$ cat src/icrt_pkg.sv
// shared types, codes and constants for the i/o card read transaction block
// no dependencies; the csr, datapath, controller and top files refer to it by scoped names
package icrt_pkg;

   // reply buffer and card geometry
   localparam int REPLY_DEPTH      = 64;
   localparam int ANALOG_CHANNELS  = 16;
   localparam int COUNTER_CHANNELS = 12;
   localparam int DIGITAL_BITS     = 16;

   localparam int CNT_W  = $clog2(REPLY_DEPTH + 1);
   localparam int ADDR_W = $clog2(REPLY_DEPTH);
   localparam int STEP_W = $clog2(DIGITAL_BITS);

   // reply layout: data byte pairs start after the header
   localparam int DATA_FIRST     = 7;
   localparam int SUM_FIRST      = 2;
   localparam int REQ_LAST       = 8;
   localparam int ANALOG_NEED    = 9 + 2 * ANALOG_CHANNELS;
   localparam int DIGITAL_NEED   = 9 + 32;
   localparam int COUNTER_NEED   = 9 + 2 * COUNTER_CHANNELS;

   // frame bytes
   localparam logic [7:0] STX_CODE     = 8'h02;
   localparam logic [7:0] LEN_CODE     = 8'h07;
   localparam logic [7:0] READ_CODE    = 8'h4F;
   localparam logic [7:0] ANALOG_CODE  = 8'h2C;
   localparam logic [7:0] DIGITAL_CODE = 8'h0C;
   localparam logic [7:0] COUNTER_CODE = 8'h4C;
   localparam logic [7:0] ETX_CODE     = 8'h03;
   localparam logic [7:0] ON_CODE      = 8'hFF;

   // input commands
   localparam logic [1:0] CMD_START = 2'd0;
   localparam logic [1:0] CMD_BYTE  = 2'd1;
   localparam logic [1:0] CMD_TICK  = 2'd2;

   // card types
   localparam logic [1:0] TYPE_ANALOG  = 2'd0;
   localparam logic [1:0] TYPE_DIGITAL = 2'd1;

   // result kinds
   localparam logic [1:0] KIND_TX     = 2'd0;
   localparam logic [1:0] KIND_WORD   = 2'd1;
   localparam logic [1:0] KIND_STATUS = 2'd2;

   // final status codes
   localparam logic [1:0] ST_OK      = 2'd0;
   localparam logic [1:0] ST_BAD     = 2'd1;
   localparam logic [1:0] ST_TIMEOUT = 2'd2;

   // register indexes and reset values
   localparam logic REG_BUFFER_WORDS  = 1'b0;
   localparam logic REG_TIMEOUT_TICKS = 1'b1;
   localparam logic [15:0] BUFFER_WORDS_RESET  = 16'd4096;
   localparam logic [15:0] TIMEOUT_TICKS_RESET = 16'd1000;

   typedef struct packed {
      logic [15:0] buffer_words;
      logic [15:0] timeout_ticks;
   } icrt_cfg_type;

   // controller to datapath
   typedef struct packed {
      logic       start_load;
      logic       rx_store;
      logic       tick;
      logic       step_clr;
      logic       step_inc;
      logic       mem_rd;
      logic       rd_hi;
      logic       out_load;
      logic [1:0] out_kind;
      logic       out_dig;
      logic [1:0] out_status;
      logic       out_last;
   } icrt_cmd_type;

   // datapath to controller
   typedef struct packed {
      logic out_free;
      logic rx_full;
      logic timeout_hit;
      logic frame_good;
      logic type_digital;
      logic in_range;
      logic send_last;
      logic word_last;
   } icrt_stat_type;

endpackage

$ cat src/icrt_req_if.sv
// input channel of the i/o card read block: start, received byte and tick transactions
// no dependencies
interface icrt_req_if;
   logic        valid;
   logic        ready;
   logic [1:0]  command;
   logic [7:0]  station;
   logic [7:0]  card_address;
   logic [1:0]  card_type;
   logic [15:0] target_word;
   logic [7:0]  rx_byte;

   modport source (
      output valid, command, station, card_address, card_type, target_word, rx_byte,
      input  ready
   );
   modport sink (
      input  valid, command, station, card_address, card_type, target_word, rx_byte,
      output ready
   );
endinterface

$ cat src/icrt_rsp_if.sv
// result channel of the i/o card read block: transmit bytes, data words, final status
// no dependencies
interface icrt_rsp_if;
   logic        valid;
   logic        ready;
   logic [1:0]  kind;
   logic [7:0]  tx_byte;
   logic [15:0] word_address;
   logic [15:0] word_value;
   logic [1:0]  status;
   logic        last;

   modport source (
      output valid, kind, tx_byte, word_address, word_value, status, last,
      input  ready
   );
   modport sink (
      input  valid, kind, tx_byte, word_address, word_value, status, last,
      output ready
   );
endinterface

$ cat src/icrt_csr.sv
// apb-style configuration registers: buffer size and timeout
// depends on icrt_pkg
module icrt_csr (
   input  logic                 clock,
   input  logic                 reset,
   input  logic                 csr_psel,
   input  logic                 csr_penable,
   input  logic                 csr_pwrite,
   input  logic [2:0]           csr_paddr,
   input  logic [31:0]          csr_pwdata,
   output logic [31:0]          csr_prdata,
   output logic                 csr_pready,
   output icrt_pkg::icrt_cfg_type cfg
);

   logic [15:0] buffer_words_ff, buffer_words_in;
   logic [15:0] timeout_ticks_ff, timeout_ticks_in;
   logic        wr_en;

   assign csr_pready = 1'b1;
   assign wr_en = csr_psel && csr_penable && csr_pwrite && csr_pready;

   always_comb begin
      buffer_words_in  = buffer_words_ff;
      timeout_ticks_in = timeout_ticks_ff;
      if (wr_en) begin
         case (csr_paddr[2])
            icrt_pkg::REG_BUFFER_WORDS:  buffer_words_in  = csr_pwdata[15:0];
            icrt_pkg::REG_TIMEOUT_TICKS: timeout_ticks_in = csr_pwdata[15:0];
            default: ;
         endcase
      end
   end

   always_ff @(posedge clock) begin
      if (reset) begin
         buffer_words_ff  <= icrt_pkg::BUFFER_WORDS_RESET;
         timeout_ticks_ff <= icrt_pkg::TIMEOUT_TICKS_RESET;
      end else begin
         buffer_words_ff  <= buffer_words_in;
         timeout_ticks_ff <= timeout_ticks_in;
      end
   end

   always_comb begin
      case (csr_paddr[2])
         icrt_pkg::REG_TIMEOUT_TICKS: csr_prdata = {16'b0, timeout_ticks_ff};
         default:                     csr_prdata = {16'b0, buffer_words_ff};
      endcase
   end

   assign cfg.buffer_words  = buffer_words_ff;
   assign cfg.timeout_ticks = timeout_ticks_ff;

endmodule

$ cat src/icrt_dpath.sv
// datapath: request byte builder, reply store, running checks, word decode, result register
// depends on icrt_pkg; driven by icrt_ctrl through icrt_cmd_type
module icrt_dpath (
   input  logic                    clock,
   input  logic                    reset,
   input  logic [7:0]              req_station,
   input  logic [7:0]              req_card_address,
   input  logic [1:0]              req_card_type,
   input  logic [15:0]             req_target_word,
   input  logic [7:0]              req_rx_byte,
   input  icrt_pkg::icrt_cfg_type  cfg,
   input  icrt_pkg::icrt_cmd_type  cmd,
   output icrt_pkg::icrt_stat_type stat,
   input  logic                    rsp_ready,
   output logic                    rsp_valid,
   output logic [1:0]              rsp_kind,
   output logic [7:0]              rsp_tx_byte,
   output logic [15:0]             rsp_word_address,
   output logic [15:0]             rsp_word_value,
   output logic [1:0]              rsp_status,
   output logic                    rsp_last
);

   localparam int CNT_W  = icrt_pkg::CNT_W;
   localparam int ADDR_W = icrt_pkg::ADDR_W;
   localparam int STEP_W = icrt_pkg::STEP_W;

   // transaction context latched at start
   logic [7:0]        station_ff, address_ff;
   logic [1:0]        type_ff;
   logic [15:0]       target_ff;
   logic [CNT_W-1:0]  needed_ff;

   // reply collection
   logic [7:0]        reply_store_ff [icrt_pkg::REPLY_DEPTH];
   logic [CNT_W-1:0]  count_ff, count_in;
   logic [7:0]        sum_ff;
   logic              stx_ok_ff;
   logic              good_ff;
   logic [15:0]       dig_ff;
   logic [15:0]       elapsed_ff, elapsed_in;

   // sequencing and reads
   logic [STEP_W-1:0] step_ff;
   logic [7:0]        rd_data_ff, lo_ff;
   logic [ADDR_W-1:0] rd_addr;

   // result register
   logic              valid_ff, valid_in;
   logic [1:0]        kind_ff, status_ff;
   logic [7:0]        tx_ff;
   logic [15:0]       waddr_ff, wvalue_ff;
   logic              last_ff;

   logic [7:0]        type_code, req_sum, req_byte;
   logic              room, stx_now;
   logic [CNT_W-1:0]  cnt_off;
   logic [16:0]       analog_end, counter_end;
   logic [15:0]       word_addr, word_val;

   always_comb begin
      case (type_ff)
         icrt_pkg::TYPE_ANALOG:  type_code = icrt_pkg::ANALOG_CODE;
         icrt_pkg::TYPE_DIGITAL: type_code = icrt_pkg::DIGITAL_CODE;
         default:                type_code = icrt_pkg::COUNTER_CODE;
      endcase
   end

   assign req_sum = station_ff + address_ff + icrt_pkg::READ_CODE + type_code
                  + address_ff + icrt_pkg::ETX_CODE;

   always_comb begin
      case (step_ff)
         STEP_W'(0): req_byte = icrt_pkg::STX_CODE;
         STEP_W'(1): req_byte = icrt_pkg::LEN_CODE;
         STEP_W'(2): req_byte = station_ff;
         STEP_W'(3): req_byte = address_ff;
         STEP_W'(4): req_byte = icrt_pkg::READ_CODE;
         STEP_W'(5): req_byte = type_code;
         STEP_W'(6): req_byte = address_ff;
         STEP_W'(7): req_byte = icrt_pkg::ETX_CODE;
         default:    req_byte = req_sum;
      endcase
   end

   // byte arrival
   assign room     = count_ff < CNT_W'(icrt_pkg::REPLY_DEPTH);
   assign count_in = count_ff + CNT_W'(room);
   assign stx_now  = (count_ff == '0) ? (req_rx_byte == icrt_pkg::STX_CODE) : stx_ok_ff;
   assign cnt_off  = count_ff - CNT_W'(icrt_pkg::DATA_FIRST);

   always_ff @(posedge clock) begin
      if (cmd.rx_store && room) begin
         reply_store_ff[count_ff[ADDR_W-1:0]] <= req_rx_byte;
      end
   end

   always_ff @(posedge clock) begin
      if (reset) begin
         count_ff <= '0;
      end else if (cmd.start_load) begin
         count_ff <= '0;
      end else if (cmd.rx_store) begin
         count_ff <= count_in;
      end
   end

   always_ff @(posedge clock) begin
      if (cmd.start_load) begin
         station_ff <= req_station;
         address_ff <= req_card_address;
         type_ff    <= req_card_type;
         target_ff  <= req_target_word;
         case (req_card_type)
            icrt_pkg::TYPE_ANALOG:  needed_ff <= CNT_W'(icrt_pkg::ANALOG_NEED);
            icrt_pkg::TYPE_DIGITAL: needed_ff <= CNT_W'(icrt_pkg::DIGITAL_NEED);
            default:                needed_ff <= CNT_W'(icrt_pkg::COUNTER_NEED);
         endcase
         sum_ff    <= '0;
         stx_ok_ff <= 1'b0;
         good_ff   <= 1'b0;
         dig_ff    <= '0;
      end else if (cmd.rx_store && room) begin
         stx_ok_ff <= stx_now;
         // the final byte is the sum byte; the last update wins
         good_ff   <= stx_now && (sum_ff == req_rx_byte);
         if (count_ff >= CNT_W'(icrt_pkg::SUM_FIRST) && count_in < needed_ff) begin
            sum_ff <= sum_ff + req_rx_byte;
         end
         // digital bits sit on the low byte of each pair
         if (count_ff >= CNT_W'(icrt_pkg::DATA_FIRST) && !cnt_off[0]
             && cnt_off < CNT_W'(2 * icrt_pkg::DIGITAL_BITS)) begin
            dig_ff[cnt_off[STEP_W:1]] <= (req_rx_byte == icrt_pkg::ON_CODE);
         end
      end
   end

   // tick counting, saturating
   assign elapsed_in = (elapsed_ff == 16'hFFFF) ? elapsed_ff : elapsed_ff + 16'd1;

   always_ff @(posedge clock) begin
      if (reset) begin
         elapsed_ff <= '0;
      end else if (cmd.start_load) begin
         elapsed_ff <= '0;
      end else if (cmd.tick) begin
         elapsed_ff <= elapsed_in;
      end
   end

   always_ff @(posedge clock) begin
      if (reset) begin
         step_ff <= '0;
      end else if (cmd.start_load || cmd.step_clr) begin
         step_ff <= '0;
      end else if (cmd.step_inc) begin
         step_ff <= step_ff + STEP_W'(1);
      end
   end

   // word reads: low byte then high byte of pair step
   assign rd_addr = ADDR_W'(icrt_pkg::DATA_FIRST) + ADDR_W'({step_ff, 1'b0})
                  + ADDR_W'(cmd.rd_hi);

   always_ff @(posedge clock) begin
      if (cmd.mem_rd) begin
         rd_data_ff <= reply_store_ff[rd_addr];
         if (cmd.rd_hi) begin
            lo_ff <= rd_data_ff;
         end
      end
   end

   assign analog_end  = {1'b0, target_ff} + 17'(icrt_pkg::ANALOG_CHANNELS);
   assign counter_end = {1'b0, target_ff} + 17'(icrt_pkg::COUNTER_CHANNELS);

   assign word_addr = cmd.out_dig ? target_ff : target_ff + 16'(step_ff);
   assign word_val  = cmd.out_dig ? dig_ff : {rd_data_ff, lo_ff};

   // result register
   assign stat.out_free = !valid_ff || rsp_ready;

   always_comb begin
      valid_in = valid_ff;
      if (cmd.out_load) begin
         valid_in = 1'b1;
      end else if (rsp_ready) begin
         valid_in = 1'b0;
      end
   end

   always_ff @(posedge clock) begin
      if (reset) begin
         valid_ff <= 1'b0;
      end else begin
         valid_ff <= valid_in;
      end
   end

   always_ff @(posedge clock) begin
      if (cmd.out_load) begin
         kind_ff   <= cmd.out_kind;
         tx_ff     <= (cmd.out_kind == icrt_pkg::KIND_TX) ? req_byte : 8'd0;
         waddr_ff  <= (cmd.out_kind == icrt_pkg::KIND_WORD) ? word_addr : 16'd0;
         wvalue_ff <= (cmd.out_kind == icrt_pkg::KIND_WORD) ? word_val : 16'd0;
         status_ff <= (cmd.out_kind == icrt_pkg::KIND_STATUS) ? cmd.out_status
                                                               : icrt_pkg::ST_OK;
         last_ff   <= cmd.out_last;
      end
   end

   assign stat.rx_full      = count_in >= needed_ff;
   assign stat.timeout_hit  = elapsed_in >= cfg.timeout_ticks;
   assign stat.frame_good   = good_ff;
   assign stat.type_digital = type_ff == icrt_pkg::TYPE_DIGITAL;
   assign stat.in_range     = (type_ff == icrt_pkg::TYPE_ANALOG)
                            ? (analog_end < {1'b0, cfg.buffer_words})
                            : (counter_end < {1'b0, cfg.buffer_words});
   assign stat.send_last    = step_ff == STEP_W'(icrt_pkg::REQ_LAST);
   assign stat.word_last    = (type_ff == icrt_pkg::TYPE_ANALOG)
                            ? (step_ff == STEP_W'(icrt_pkg::ANALOG_CHANNELS - 1))
                            : (step_ff == STEP_W'(icrt_pkg::COUNTER_CHANNELS - 1));

   assign rsp_valid        = valid_ff;
   assign rsp_kind         = kind_ff;
   assign rsp_tx_byte      = tx_ff;
   assign rsp_word_address = waddr_ff;
   assign rsp_word_value   = wvalue_ff;
   assign rsp_status       = status_ff;
   assign rsp_last         = last_ff;

endmodule

$ cat src/icrt_ctrl.sv
// controller state machine: request send, reply collection, frame check and word emission
// depends on icrt_pkg; steers icrt_dpath through icrt_cmd_type / icrt_stat_type
module icrt_ctrl (
   input  logic                    clock,
   input  logic                    reset,
   input  logic                    req_valid,
   input  logic [1:0]              req_command,
   output logic                    req_ready,
   input  icrt_pkg::icrt_stat_type stat,
   output icrt_pkg::icrt_cmd_type  cmd
);

   localparam logic [2:0] S_IDLE   = 3'd0;
   localparam logic [2:0] S_SEND   = 3'd1;
   localparam logic [2:0] S_CHECK  = 3'd2;
   localparam logic [2:0] S_RD_LO  = 3'd3;
   localparam logic [2:0] S_RD_HI  = 3'd4;
   localparam logic [2:0] S_WORD   = 3'd5;
   localparam logic [2:0] S_DIG    = 3'd6;
   localparam logic [2:0] S_STATUS = 3'd7;

   logic [2:0] state_ff, state_in;
   logic       busy_ff, busy_in;
   logic       accept;

   // result register is free at acceptance, so a one-result transaction loads at once
   assign req_ready = (state_ff == S_IDLE) && stat.out_free;
   assign accept    = req_valid && req_ready;

   always_comb begin
      state_in = state_ff;
      busy_in  = busy_ff;
      cmd      = '0;
      case (state_ff)
         S_IDLE: begin
            if (accept) begin
               case (req_command)
                  icrt_pkg::CMD_START: begin
                     if (!busy_ff) begin
                        cmd.start_load = 1'b1;
                        busy_in        = 1'b1;
                        state_in       = S_SEND;
                     end
                  end
                  icrt_pkg::CMD_BYTE: begin
                     if (busy_ff) begin
                        cmd.rx_store = 1'b1;
                        if (stat.rx_full) begin
                           busy_in  = 1'b0;
                           state_in = S_CHECK;
                        end
                     end
                  end
                  icrt_pkg::CMD_TICK: begin
                     if (busy_ff) begin
                        cmd.tick = 1'b1;
                        if (stat.timeout_hit) begin
                           busy_in        = 1'b0;
                           cmd.out_load   = 1'b1;
                           cmd.out_kind   = icrt_pkg::KIND_STATUS;
                           cmd.out_status = icrt_pkg::ST_TIMEOUT;
                           cmd.out_last   = 1'b1;
                        end
                     end
                  end
                  default: ;
               endcase
            end
         end
         S_SEND: begin
            if (stat.out_free) begin
               cmd.out_load = 1'b1;
               cmd.out_kind = icrt_pkg::KIND_TX;
               cmd.out_last = stat.send_last;
               cmd.step_inc = 1'b1;
               if (stat.send_last) begin
                  state_in = S_IDLE;
               end
            end
         end
         S_CHECK: begin
            if (!stat.frame_good) begin
               if (stat.out_free) begin
                  cmd.out_load   = 1'b1;
                  cmd.out_kind   = icrt_pkg::KIND_STATUS;
                  cmd.out_status = icrt_pkg::ST_BAD;
                  cmd.out_last   = 1'b1;
                  state_in       = S_IDLE;
               end
            end else if (stat.type_digital) begin
               state_in = S_DIG;
            end else if (stat.in_range) begin
               cmd.step_clr = 1'b1;
               state_in     = S_RD_LO;
            end else begin
               state_in = S_STATUS;
            end
         end
         S_RD_LO: begin
            cmd.mem_rd = 1'b1;
            state_in   = S_RD_HI;
         end
         S_RD_HI: begin
            cmd.mem_rd = 1'b1;
            cmd.rd_hi  = 1'b1;
            state_in   = S_WORD;
         end
         S_WORD: begin
            if (stat.out_free) begin
               cmd.out_load = 1'b1;
               cmd.out_kind = icrt_pkg::KIND_WORD;
               if (stat.word_last) begin
                  state_in = S_STATUS;
               end else begin
                  cmd.step_inc = 1'b1;
                  state_in     = S_RD_LO;
               end
            end
         end
         S_DIG: begin
            if (stat.out_free) begin
               cmd.out_load = 1'b1;
               cmd.out_kind = icrt_pkg::KIND_WORD;
               cmd.out_dig  = 1'b1;
               state_in     = S_STATUS;
            end
         end
         S_STATUS: begin
            if (stat.out_free) begin
               cmd.out_load   = 1'b1;
               cmd.out_kind   = icrt_pkg::KIND_STATUS;
               cmd.out_status = icrt_pkg::ST_OK;
               cmd.out_last   = 1'b1;
               state_in       = S_IDLE;
            end
         end
         default: begin
            state_in = S_IDLE;
         end
      endcase
   end

   always_ff @(posedge clock) begin
      if (reset) begin
         state_ff <= S_IDLE;
         busy_ff  <= 1'b0;
      end else begin
         state_ff <= state_in;
         busy_ff  <= busy_in;
      end
   end

`ifndef ASSERT_OFF
   a_send_busy: assert property (@(posedge clock) disable iff (reset)
      (state_ff == S_SEND) |-> busy_ff)
      else $error("request send while not busy");

   a_frame_end: assert property (@(posedge clock) disable iff (reset)
      (accept && req_command == icrt_pkg::CMD_BYTE && busy_ff && stat.rx_full)
      |=> (state_ff == S_CHECK && !busy_ff))
      else $error("completed frame did not enter check");

   a_load_free: assert property (@(posedge clock) disable iff (reset)
      cmd.out_load |-> stat.out_free)
      else $error("result loaded over a waiting transaction");

   a_read_order: assert property (@(posedge clock) disable iff (reset)
      (state_ff == S_WORD && !$stable(state_ff)) |-> $past(state_ff) == S_RD_HI)
      else $error("word emitted without both byte reads");
`endif

endmodule

$ cat src/io_card_read_transaction.sv
// top level of the i/o card read transaction master: csr, controller and datapath
// depends on icrt_pkg, icrt_req_if, icrt_rsp_if, icrt_csr, icrt_ctrl, icrt_dpath
//
//  channel  direction  carries
//  req      in         start (station, address, type, target), rx byte, tick
//  rsp      out        transmit bytes, data words, final status with last
//  csr      in/out     apb writes/reads of buffer_words (0x0), timeout_ticks (0x4)
//
// byte and tick transactions complete on acceptance; a start is accepted, then the nine
// request bytes are loaded into the result register in turn.
// the frame-completing byte leads to a check state, then per data word the states rd_lo,
// rd_hi (two reads of the single-port reply store) and word, up to 16 words, then a status.
// reset is synchronous and clears control state; the reply store is not cleared.
// rsp_ready low holds the result register and the controller; req is taken only when idle.
module io_card_read_transaction (
   input  logic        clock,
   input  logic        reset,
   icrt_req_if.sink    req_port,
   icrt_rsp_if.source  rsp_port,
   input  logic        csr_psel,
   input  logic        csr_penable,
   input  logic        csr_pwrite,
   input  logic [2:0]  csr_paddr,
   input  logic [31:0] csr_pwdata,
   output logic [31:0] csr_prdata,
   output logic        csr_pready
);

   icrt_pkg::icrt_cfg_type  cfg;
   icrt_pkg::icrt_cmd_type  cmd;
   icrt_pkg::icrt_stat_type stat;

   icrt_csr u_csr (
      .clock       (clock),
      .reset       (reset),
      .csr_psel    (csr_psel),
      .csr_penable (csr_penable),
      .csr_pwrite  (csr_pwrite),
      .csr_paddr   (csr_paddr),
      .csr_pwdata  (csr_pwdata),
      .csr_prdata  (csr_prdata),
      .csr_pready  (csr_pready),
      .cfg         (cfg)
   );

   icrt_ctrl u_ctrl (
      .clock       (clock),
      .reset       (reset),
      .req_valid   (req_port.valid),
      .req_command (req_port.command),
      .req_ready   (req_port.ready),
      .stat        (stat),
      .cmd         (cmd)
   );

   icrt_dpath u_dpath (
      .clock            (clock),
      .reset            (reset),
      .req_station      (req_port.station),
      .req_card_address (req_port.card_address),
      .req_card_type    (req_port.card_type),
      .req_target_word  (req_port.target_word),
      .req_rx_byte      (req_port.rx_byte),
      .cfg              (cfg),
      .cmd              (cmd),
      .stat             (stat),
      .rsp_ready        (rsp_port.ready),
      .rsp_valid        (rsp_port.valid),
      .rsp_kind         (rsp_port.kind),
      .rsp_tx_byte      (rsp_port.tx_byte),
      .rsp_word_address (rsp_port.word_address),
      .rsp_word_value   (rsp_port.word_value),
      .rsp_status       (rsp_port.status),
      .rsp_last         (rsp_port.last)
   );

endmodule
$ cat src/flat_wrapper.sv
// flat-port wrapper written by rule: the top's interface ports become plain ports
module io_card_read_transaction_flat 
  (clock, reset, csr_psel, csr_penable, csr_pwrite, csr_paddr, csr_pwdata, csr_prdata, csr_pready, req_port_valid, req_port_command, req_port_station, req_port_card_address, req_port_card_type, req_port_target_word, req_port_rx_byte, req_port_ready, rsp_port_valid, rsp_port_kind, rsp_port_tx_byte, rsp_port_word_address, rsp_port_word_value, rsp_port_status, rsp_port_last, rsp_port_ready);
  icrt_req_if req_port_i ();
  icrt_rsp_if rsp_port_i ();
  input  logic clock;
  input  logic reset;
  input  logic csr_psel;
  input  logic csr_penable;
  input  logic csr_pwrite;
  input  logic [2:0] csr_paddr;
  input  logic [31:0] csr_pwdata;
  output logic [31:0] csr_prdata;
  output logic csr_pready;
  input wire logic [$bits(req_port_i.valid)-1:0] req_port_valid;
  input wire logic [$bits(req_port_i.command)-1:0] req_port_command;
  input wire logic [$bits(req_port_i.station)-1:0] req_port_station;
  input wire logic [$bits(req_port_i.card_address)-1:0] req_port_card_address;
  input wire logic [$bits(req_port_i.card_type)-1:0] req_port_card_type;
  input wire logic [$bits(req_port_i.target_word)-1:0] req_port_target_word;
  input wire logic [$bits(req_port_i.rx_byte)-1:0] req_port_rx_byte;
  output wire logic [$bits(req_port_i.ready)-1:0] req_port_ready;
  output wire logic [$bits(rsp_port_i.valid)-1:0] rsp_port_valid;
  output wire logic [$bits(rsp_port_i.kind)-1:0] rsp_port_kind;
  output wire logic [$bits(rsp_port_i.tx_byte)-1:0] rsp_port_tx_byte;
  output wire logic [$bits(rsp_port_i.word_address)-1:0] rsp_port_word_address;
  output wire logic [$bits(rsp_port_i.word_value)-1:0] rsp_port_word_value;
  output wire logic [$bits(rsp_port_i.status)-1:0] rsp_port_status;
  output wire logic [$bits(rsp_port_i.last)-1:0] rsp_port_last;
  input wire logic [$bits(rsp_port_i.ready)-1:0] rsp_port_ready;
  assign req_port_i.valid = req_port_valid;
  assign req_port_i.command = req_port_command;
  assign req_port_i.station = req_port_station;
  assign req_port_i.card_address = req_port_card_address;
  assign req_port_i.card_type = req_port_card_type;
  assign req_port_i.target_word = req_port_target_word;
  assign req_port_i.rx_byte = req_port_rx_byte;
  assign req_port_ready = req_port_i.ready;
  assign rsp_port_valid = rsp_port_i.valid;
  assign rsp_port_kind = rsp_port_i.kind;
  assign rsp_port_tx_byte = rsp_port_i.tx_byte;
  assign rsp_port_word_address = rsp_port_i.word_address;
  assign rsp_port_word_value = rsp_port_i.word_value;
  assign rsp_port_status = rsp_port_i.status;
  assign rsp_port_last = rsp_port_i.last;
  assign rsp_port_i.ready = rsp_port_ready;
  io_card_read_transaction u_core (.clock(clock), .reset(reset), .req_port(req_port_i), .rsp_port(rsp_port_i), .csr_psel(csr_psel), .csr_penable(csr_penable), .csr_pwrite(csr_pwrite), .csr_paddr(csr_paddr), .csr_pwdata(csr_pwdata), .csr_prdata(csr_prdata), .csr_pready(csr_pready));
endmodule
$ cat config.mk
export PLATFORM = sky130hd
export DESIGN_NAME = io_card_read_transaction_flat
export DESIGN_NICKNAME = d
export VERILOG_FILES = /design/src/icrt_pkg.sv /design/src/icrt_req_if.sv /design/src/icrt_rsp_if.sv /design/src/icrt_csr.sv /design/src/icrt_dpath.sv /design/src/icrt_ctrl.sv /design/src/io_card_read_transaction.sv /design/src/flat_wrapper.sv
export SDC_FILE = /design/constraint.sdc
export NUM_CORES = 1
export LEC_CHECK = 0
export ABC_AREA = 1
export BUFFER_PORTS_ARGS = -buffer_cell sky130_fd_sc_hd__buf_2
export CAP_MARGIN = 10
export CELL_PAD_IN_SITES_DETAIL_PLACEMENT = 1
export CELL_PAD_IN_SITES_GLOBAL_PLACEMENT = 1
export CORE_MARGIN = 3
export CORE_UTILIZATION = 45
export CTS_BUF_LIST = sky130_fd_sc_hd__clkbuf_2 sky130_fd_sc_hd__clkbuf_4 sky130_fd_sc_hd__clkbuf_8
export DETAILED_ROUTE_END_ITERATION = 16
export GPL_TIMING_DRIVEN = 0
export MAX_ROUTING_LAYER = met4
export PLACE_DENSITY_LB_ADDON = 0.1
export SLEW_MARGIN = 20
export SYNTH_ARGS = -nofsm -noshare
export SYNTH_HDL_FRONTEND = slang
export SYNTH_HIERARCHICAL = 1
export SYNTH_SLANG_ARGS = --single-unit
$ cat constraint.sdc
create_clock -name clock -period 5.27 [get_ports clock]
set_clock_uncertainty 0.1 [all_clocks]
set_input_delay 1.054 -clock clock [delete_from_list [all_inputs] [get_ports clock]]
set_output_delay 1.054 -clock clock [all_outputs]
set_load 0.1 [all_outputs]
# ---- Yosys cells after proc, flatten, opt, wreduce, memory -nomap -nowiden
# Memory sizes are Yosys's and may differ from the RTL's. A register that Yosys moved wholly into a read port is not among the register bits.
# Index checks and enable logic that the tools add are counted.
dict set report op_classes {
  addsub 15
  magnitude_cmp 11
  n_eq_ne 36
  n_mux 75
  bitwise_logic 1
  n_reduce_logical 35
}
# op count
set op_table {}
lappend op_table {{$mux 3} 27}
lappend op_table {{$mux 16} 4}
lappend op_table {{$pmux 8 s7} 1}
lappend op_table {{$lt 17x16->1} 2}
lappend op_table {{$add 8x8->8} 4}
lappend op_table {{$mux 1} 29}
lappend op_table {{$pmux 3 s8} 1}
lappend op_table {{$pmux 3 s6} 1}
lappend op_table {{$add 16x4->17 const B} 1}
lappend op_table {{$add 16x5->17 const B} 1}
lappend op_table {{$add 16x1->16 const B} 1}
lappend op_table {{$add 16x4->16} 1}
lappend op_table {{$bwmux 16} 1}
lappend op_table {{$eq 16x16->1 const B} 1}
lappend op_table {{$eq 4x3->1 const B} 4}
lappend op_table {{$ge 16x16->1} 1}
lappend op_table {{$pmux 7 s2} 1}
lappend op_table {{$eq 3x3->1 const B} 4}
lappend op_table {{$eq 4x4->1 const B} 3}
lappend op_table {{$logic_and 1x1->1} 10}
lappend op_table {{$ne 2x2->1 const B} 5}
lappend op_table {{$reduce_and 2->1} 5}
lappend op_table {{$reduce_or 2->1} 5}
lappend op_table {{$reduce_and 9->1} 1}
lappend op_table {{other kinds (45)} 59}
dict set report totals {
  register_bits 184
  ramBits 512
  input_bits 86
  output_inout_bits 80
  wordCells 198
  mem_count 1
}
# memory depth width rd rd_ports_with_merged_regs wr line
set mem_list {}
lappend mem_list {u_core.u_dpath.reply_store_ff 64 8 1 1 1 icrt_dpath.sv:35} ;# logic [7:0] reply_store_ff [icrt_pkg::REPLY_DEPTH];

# ---- Logic depth before layout (Yosys ltp)
# Gate-level depths: netlist (run 1).
dict set report logic_depth {
  depth_word 9
  mapped_depth 25
  depth_no_buf 24
}

# ---- By module
# The synthesis (run 1) kept the hierarchy.
# mod instances cells_per_inst area_each_um2 seq_area_each_um2
set by_module_without_submodules {}
lappend by_module_without_submodules {icrt_dpath 1 2985 30395.4 19338.5}
lappend by_module_without_submodules {icrt_csr 1 258 1654.1 640.6}
lappend by_module_without_submodules {icrt_ctrl 1 116 661.9 80.1}

# ---- Worst setup path after synthesis (run 1)
# No wires, ideal clock.
dict set report synth_timing {
  path_type {input-to-reg}
  startpoint {input port rsp_port_ready}
  endpoint {register u_core.u_dpath.count_ff[3]}
  setup_ns 0.116
  t_arrival_ns 4.596
  required_ns 5.054
  path_slack_ns 0.458
  stages 12
  path_buffers 1
  cell_sequence {inv_1 nand2_1 inv_2 nor2_4 nand2_4 nor2_1 nor2_1 inv_1 clkbuf_1 a21oi_1 o21ai_0 inv_1}
}
# element line
set synth_lines {}
lappend synth_lines {{start, declared} flat_wrapper.sv:30} ;# input wire logic [$bits(rsp_port_i.ready)-1:0] rsp_port_ready;
lappend synth_lines {{end signal, assigned} icrt_dpath.sv:104} ;# count_ff <= count_in;
lappend synth_lines {{end, declared} icrt_dpath.sv:36} ;# logic [CNT_W-1:0] count_ff, count_in;

==> results.ini, run 1 <==
[power_and_ir_drop]
swShare=0.437
vdd_ir_drop_max_mv=0.579
intPower_w=0.0107
comb_power_share=0.408
power.static_leakage_nw=15.0
power_switching_w=0.00833
p_clk_frac=0.253
p_seq_frac=0.340
pwr_density_cell_nw_per_um2=513

[synth]
async_flop_share=0
synthFlopType=edfxtp_1
syn_avg_cell_area_sq_um=9.74
seq_area_frac_synth=0.613
ys_ff_latch=698
synth_area_sq_um=32700
synth_cell_types=49
synth_edf_count=608
synth_cells=3359
ys_warn_count=6

[critical_path]
critPathKind=flip-flop to flip-flop
worstReg2RegStart=u_core/u_ctrl/state_ff[0]$_SDFFE_PP0P_
reg2reg_to=u_core/u_dpath/rd_data_ff[1]$_DFFE_PP_
reg2regPathDepth=18
crit_arrival_ns=5.09
crit_path_start_kind=flip-flop
reg2reg_slack_ns=0.51
path_buf_inv=9
cp-end-kind=flip-flop
path_delay_family=buffers and inverters
required_ns=5.59
cp_cell_sequence=buf_4 > inv_2 > nand2_1 > nor2_1 > buf_2 > inv_2 > buf_4 > buf_6 > buf_2 > ha_1 > xnor2_1 > buf_2 > clkbuf_1 > nand3_1 > nand3_1 > nand3_1 > nand3_1 > nand2_1
cp_common_cell=nand3_1
crit_fanout=10
crit_path_top_delay_cell=clkbuf_1
max_stage_delay_ns=0.66

[final_layout]
final_common_cell=nand2_1
area_growth_pct=13.7
fillCellCount=8173
fin_cells=4671
nets=3807
final_area_sq_um=37200
drive_gt1_frac=0.130
final_cell_mix=655 x nand2_1, 608 x edfxtp_1, 590 x nor2_1, 361 x nand3_1, 264 x inv_1

[clock_tree]
cts_hold_buffers=0
h-tree-depth=3
cts_resized=0
tritoncts=done
cts.clk_slew.worst_paths_ns=0.06
cts.sinks=698
clk_latency_ns=0.76
clockBufferDepth=3
cts_made_buffers=115
cts_setup_buffers=0
cts_root_buf=clkbuf_8

[sta]
post-route-period-util=0.904
period_minus_slack_ns=4.76
slew_violations=0
relSlewSlack=0.364
worst_slew_pin_slew_ns=0.951
hold_viol_final=0
clock.fmax_ghz=0.210
fin_setup_tns_ns=0
setup_viol=0
rsz0062_at_grt=false

[global_routing]
grt_pass1_wl_um=156000
gr-total-overflow=0
grt_pass1_vias=26300
antenna_found_initial=4
grt_max_degree=61
grt_use_total=0.283

[drt]
drt-initial-drc-count=1884
viasPerCell=5.46
first_pass_iters=5
ant_nets=0
routed_wl_um=105000
drc_errors=0
wl_per_cell_um=22.5
num_vias=25500

[placement]
routabilityCongestion=0.947
dpl-instance-area_sq_um=34900
numPortBuffers=130
dp_hpwl_um=75900
place_inst=4463

[hold_path]
min_from=u_core/u_dpath/rd_data_ff[3]$_DFFE_PP_
min_path_cells=0
hp-class=flip-flop to flip-flop
hold_end=u_core/u_dpath/lo_ff[3]$_DFFE_PP_

[run]
cap_violations=0

[floorplan]
die-area_sq_um=76000
row_count=98
initial_core_util=0.456
die_x_um=276
coreArea_sq_um=71700
ios=166
die_y_um=276

[outcome]
status=finished clean

[metrics by stage]
| step | setup WS, ns | power, W | util | hold slack (ns) |
|---|---|---|---|---|
| 2_1_floorplan | 0.458 | 0.0115 | - | 0.327 |
| 3_3_place_gp | -1.77 | 0.0140 | 0.482 | 0.343 |
| 3_5_place_dp | 0.342 | 0.0142 | 0.486 | 0.344 |
| 4_1_cts | 0.619 | 0.0191 | 0.518 | 0.323 |
| 5_1_grt | 0.388 | 0.0199 | 0.518 | 0.334 |
| 6_report | 0.506 | 0.0191 | 0.518 | 0.356 |
[layout make-up]
class	count	area [sq um]	area share
Sequential cell	698	20100	0.540
Multi-Input combinational cell	2227	10800	0.290
Clock buffer	163	1990	0.0536
Tap cell	950	1190	0.0320
Inverter	285	1070	0.0288
Timing Repair Buffer	139	896	0.0241
Buffer	164	868	0.0234
Clock inverter	42	307	0.00824
Antenna cell	3	7.51	0.000202
[per-layer routing]
layer,part of all wire,wire (um),track usage
met1,0.42,43700,0.350
met2,0.49,52000,0.477
met3,0.054,5690,0.0356
met4,0.036,3740,0.103
met5,0,0,-
[power groups by stage]
stage          combinational (W)  sequential (W)  clock, W
6_report                 0.00777         0.00647   0.00481
5_1_grt                  0.00828         0.00649   0.00517
4_1_cts                  0.00768         0.00647   0.00491
3_5_place_dp             0.00764         0.00659         0
3_3_place_gp             0.00740         0.00660         0
2_1_floorplan            0.00387         0.00763         0
[worst max path at each step]
stage          depth (start not counted)                                             end                              startpoint
6_report                              18          u_core/u_dpath/rd_data_ff[1]$_DFFE_PP_  u_core/u_ctrl/state_ff[0]$_SDFFE_PP0P_
5_1_grt                               18          u_core/u_dpath/rd_data_ff[1]$_DFFE_PP_  u_core/u_ctrl/state_ff[0]$_SDFFE_PP0P_
4_1_cts                               18          u_core/u_dpath/rd_data_ff[1]$_DFFE_PP_  u_core/u_ctrl/state_ff[0]$_SDFFE_PP0P_
3_5_place_dp                          11  u_core/u_dpath/reply_store_ff[26][0]$_DFFE_PP_                          rsp_port_ready
3_3_place_gp                          13         u_core/u_dpath/count_ff[5]$_SDFFE_PP0P_                          rsp_port_ready
2_1_floorplan                         12         u_core/u_dpath/count_ff[3]$_SDFFE_PP0P_                          rsp_port_ready
[sequential cells by signal (all words and copies together), names as in the netlist, 8 cells and up]
register / flops
u_core/u_dpath/target_ff: 16
u_core/u_dpath/station_ff: 8
u_core/u_dpath/dig_ff: 16
u_core/u_dpath/reply_store_ff: 512
u_core/u_dpath/rsp_word_address: 16
u_core/u_csr/timeout_ticks_ff: 16
u_core/u_csr/buffer_words_ff: 16
u_core/u_dpath/address_ff: 8
u_core/u_dpath/elapsed_ff: 16
u_core/u_dpath/lo_ff: 8
u_core/u_dpath/sum_ff: 8
u_core/u_dpath/rsp_tx_byte: 8
u_core/u_dpath/rd_data_ff: 8
u_core/u_dpath/rsp_word_value: 16
[synthesized netlist by cell type, types with 9 or more instances]
cell type    n  share of area
buf_6        9         0.0031
buf_4       28         0.0064
buf_2       64         0.0098
o21ai_0    207          0.032
nor2_1     591          0.068
a21oi_1    111          0.017
clkbuf_1    56         0.0064
nor3_1      24         0.0037
inv_2       18         0.0021
xnor2_1     11         0.0029
xor2_1      38          0.010
edfxtp_1   608           0.56
ha_1        86          0.033
dfxtp_1     90          0.055
nand2_1    655          0.075
nand4_1     33         0.0063
nand3_1    362          0.055
o21ai_1     21         0.0032
inv_1      264          0.030
[cells by family after synthesis]
kind of cell,share of synthesized area
and+or+nand+nor,0.218
xor gates and xnor gates,0.0150
AOI/OAI and AO/OA,0.0579
other,0.000230
adders and majority gates,0.0360
buffers and inverters,0.0593
DFF,0.613
(Power assumes the default switching activity.)
==> inputs of run 2 (changes only) <==
--- a/config.mk
+++ b/config.mk
@@ -10,6 +10,7 @@
 export CAP_MARGIN = 10
 export CELL_PAD_IN_SITES_DETAIL_PLACEMENT = 1
 export CELL_PAD_IN_SITES_GLOBAL_PLACEMENT = 1
+export CORE_ASPECT_RATIO = 1.4
 export CORE_MARGIN = 3
 export CORE_UTILIZATION = 45
 export CTS_BUF_LIST = sky130_fd_sc_hd__clkbuf_2 sky130_fd_sc_hd__clkbuf_4 sky130_fd_sc_hd__clkbuf_8
==> results.ini, run 2 (synthesis results as in run 1) <==
[floorplan]
die_x_um=234  ; -15%
ios=166  ; unchanged
die-area_sq_um=76000  ; about the same
coreArea_sq_um=71700  ; about the same
die_y_um=325  ; +18%
row_count=116  ; +18%
initial_core_util=0.456  ; about the same

[critical_path]
crit_path_top_delay_cell=buf_1
crit_path_start_kind=flip-flop
critPathKind=flip-flop to flip-flop
crit_arrival_ns=5.33  ; +0.24 ns
max_stage_delay_ns=0.59  ; -0.07 ns
required_ns=5.74  ; +0.15 ns
cp-end-kind=flip-flop
cp_cell_sequence=buf_4 > inv_2 > nand2_1 > nor2_1 > buf_2 > inv_2 > buf_4 > buf_6 > buf_2 > ha_1 > buf_2 > inv_2 > buf_2 > buf_1 > nand2_1 > nand3_1 > nand3_1 > nand3_1 > nand3_1 > nand2_1
crit_fanout=10  ; unchanged

[final_layout]
final_common_cell=nand2_1
fin_cells=4648  ; -0.49%
nets=3800  ; -0.18%
largest_reg_flops=512  ; unchanged
drive_gt1_frac=0.124  ; -0.00515
final_cell_mix=655 x nand2_1, 608 x edfxtp_1, 590 x nor2_1, 361 x nand3_1, 264 x inv_1
area_growth_pct=13.2

[global_routing]
grt_max_degree=53  ; -13%
grt_pass1_wl_um=161000  ; +3.0%
antenna_found_initial=1  ; -3
grt_use_total=0.292  ; +0.00869
gr-total-overflow=0  ; unchanged
grt_pass1_vias=27100  ; +3.1%

[sta]
period_minus_slack_ns=4.86  ; +0.0912 ns
rsz0062_at_grt=false
clock.fmax_ghz=0.206  ; -1.9%
hold_viol_final=0  ; unchanged
worst_slew_pin_slew_ns=1.02  ; +0.0648 ns
slew_violations=0  ; unchanged
relSlewSlack=0.321  ; -0.0428
hold_slack_ns=0.367  ; +0.0105 ns
setup_viol=0  ; unchanged
post-route-period-util=0.921  ; +0.0173

[clock_tree]
tritoncts=done
cts_setup_buffers=0  ; unchanged
cts.sinks=698  ; unchanged
cts_made_buffers=107  ; -7.0%
cts_hold_buffers=0  ; unchanged
cts.clk_slew.worst_paths_ns=0.06  ; about the same
cts_resized=0  ; unchanged
clockBufferDepth=3  ; unchanged
clk_latency_ns=0.73  ; -0.03 ns
h-tree-depth=3  ; unchanged
cts_root_buf=clkbuf_8

[drt]
ant_nets=0  ; unchanged
drt-initial-drc-count=1690  ; -10%
num_vias=25300  ; -0.84%
wl_per_cell_um=23.4  ; +4.0%
routed_wl_um=109000  ; +3.5%
drc_errors=0  ; unchanged
viasPerCell=5.44  ; -0.35%
first_pass_iters=5  ; unchanged

[placement]
place_inst=4458  ; -0.11%
dp_hpwl_um=80700  ; +6.3%
numPortBuffers=130  ; unchanged
routabilityCongestion=0.979  ; +3.4%

[run]
cap_violations=0  ; unchanged

[power_and_ir_drop]
swShare=0.439  ; +0.00158
p_seq_frac=0.344  ; +0.004
power.static_leakage_nw=14.9  ; -0.64%
comb_power_share=0.414  ; +0.006
vdd_ir_drop_max_mv=0.312  ; -46%
power_switching_w=0.00827  ; -0.70%
pwr_density_cell_nw_per_um2=509  ; -0.66%
p_clk_frac=0.242  ; -0.011
intPower_w=0.0106  ; -1.3%

[outcome]
status=finished clean

[hold_path]
hp-class=flip-flop to flip-flop

==> run 2: power groups by stage <==
stage                     clock [W]  sequential [W]  combinational, W
after floorplan                   0         0.00763           0.00387
after global placement            0         0.00662           0.00746
after detailed placement          0         0.00660           0.00774
after CTS                   0.00467         0.00649           0.00776
after global routing        0.00490         0.00650           0.00831
final                       0.00456         0.00648           0.00781
==> run 2: worst max-delay path, delay by kind of cell (launching register included) <==
family	cells	cell delay, ns
buffers and inverters	11	2.74
AND/OR/NAND/NOR	8	1.21
flip-flops	1	0.30
adder cells (fa/ha/maj)	1	0.30
==> run 2: per-stage QoR <==
step	total power [W]	setup slack, ns	setup TNS (ns)	utilization	cell area, sq um
6_report	0.0189	0.414	0	0.516	37000
5_1_grt	0.0197	0.162	0	0.516	37000
4_1_cts	0.0189	0.472	0	0.516	37000
3_5_place_dp	0.0143	0.470	0	0.487	34900
3_3_place_gp	0.0141	-1.40	-49.50	0.483	34600
2_1_floorplan	0.0115	0.458	0	-	32800
==> run 2: final timing paths <==
kind         slack [ns]  depth (start not counted)                                endpoint                                   start
max                0.41                         20  u_core/u_dpath/rd_data_ff[1]$_DFFE_PP_  u_core/u_ctrl/state_ff[0]$_SDFFE_PP0P_
min                0.37                          0       u_core/u_dpath/lo_ff[0]$_DFFE_PP_  u_core/u_dpath/rd_data_ff[0]$_DFFE_PP_
max reg2reg        0.41                         20  u_core/u_dpath/rd_data_ff[1]$_DFFE_PP_  u_core/u_ctrl/state_ff[0]$_SDFFE_PP0P_
min reg2reg        0.37                          0       u_core/u_dpath/lo_ff[0]$_DFFE_PP_  u_core/u_dpath/rd_data_ff[0]$_DFFE_PP_
==> run 2: cell type report <==
class | instances | area [sq um]
Fill cell | 8107 | 34700
Clock inverter | 45 | 309
Antenna cell | 1 | 2.50
Buffer | 164 | 868
Timing Repair Buffer | 140 | 931
Sequential cell | 698 | 20100
Inverter | 285 | 1070
Multi-Input combinational cell | 2227 | 10800
Clock buffer | 144 | 1820
Tap cell | 944 | 1180
==> run 2: routing by layer <==
metal,part of all wire,routed length [um],global-route usage
met5,0,0,-
met4,0.050,5400,0.131
met3,0.045,4870,0.0343
met2,0.54,58500,0.536
met1,0.37,40100,0.310
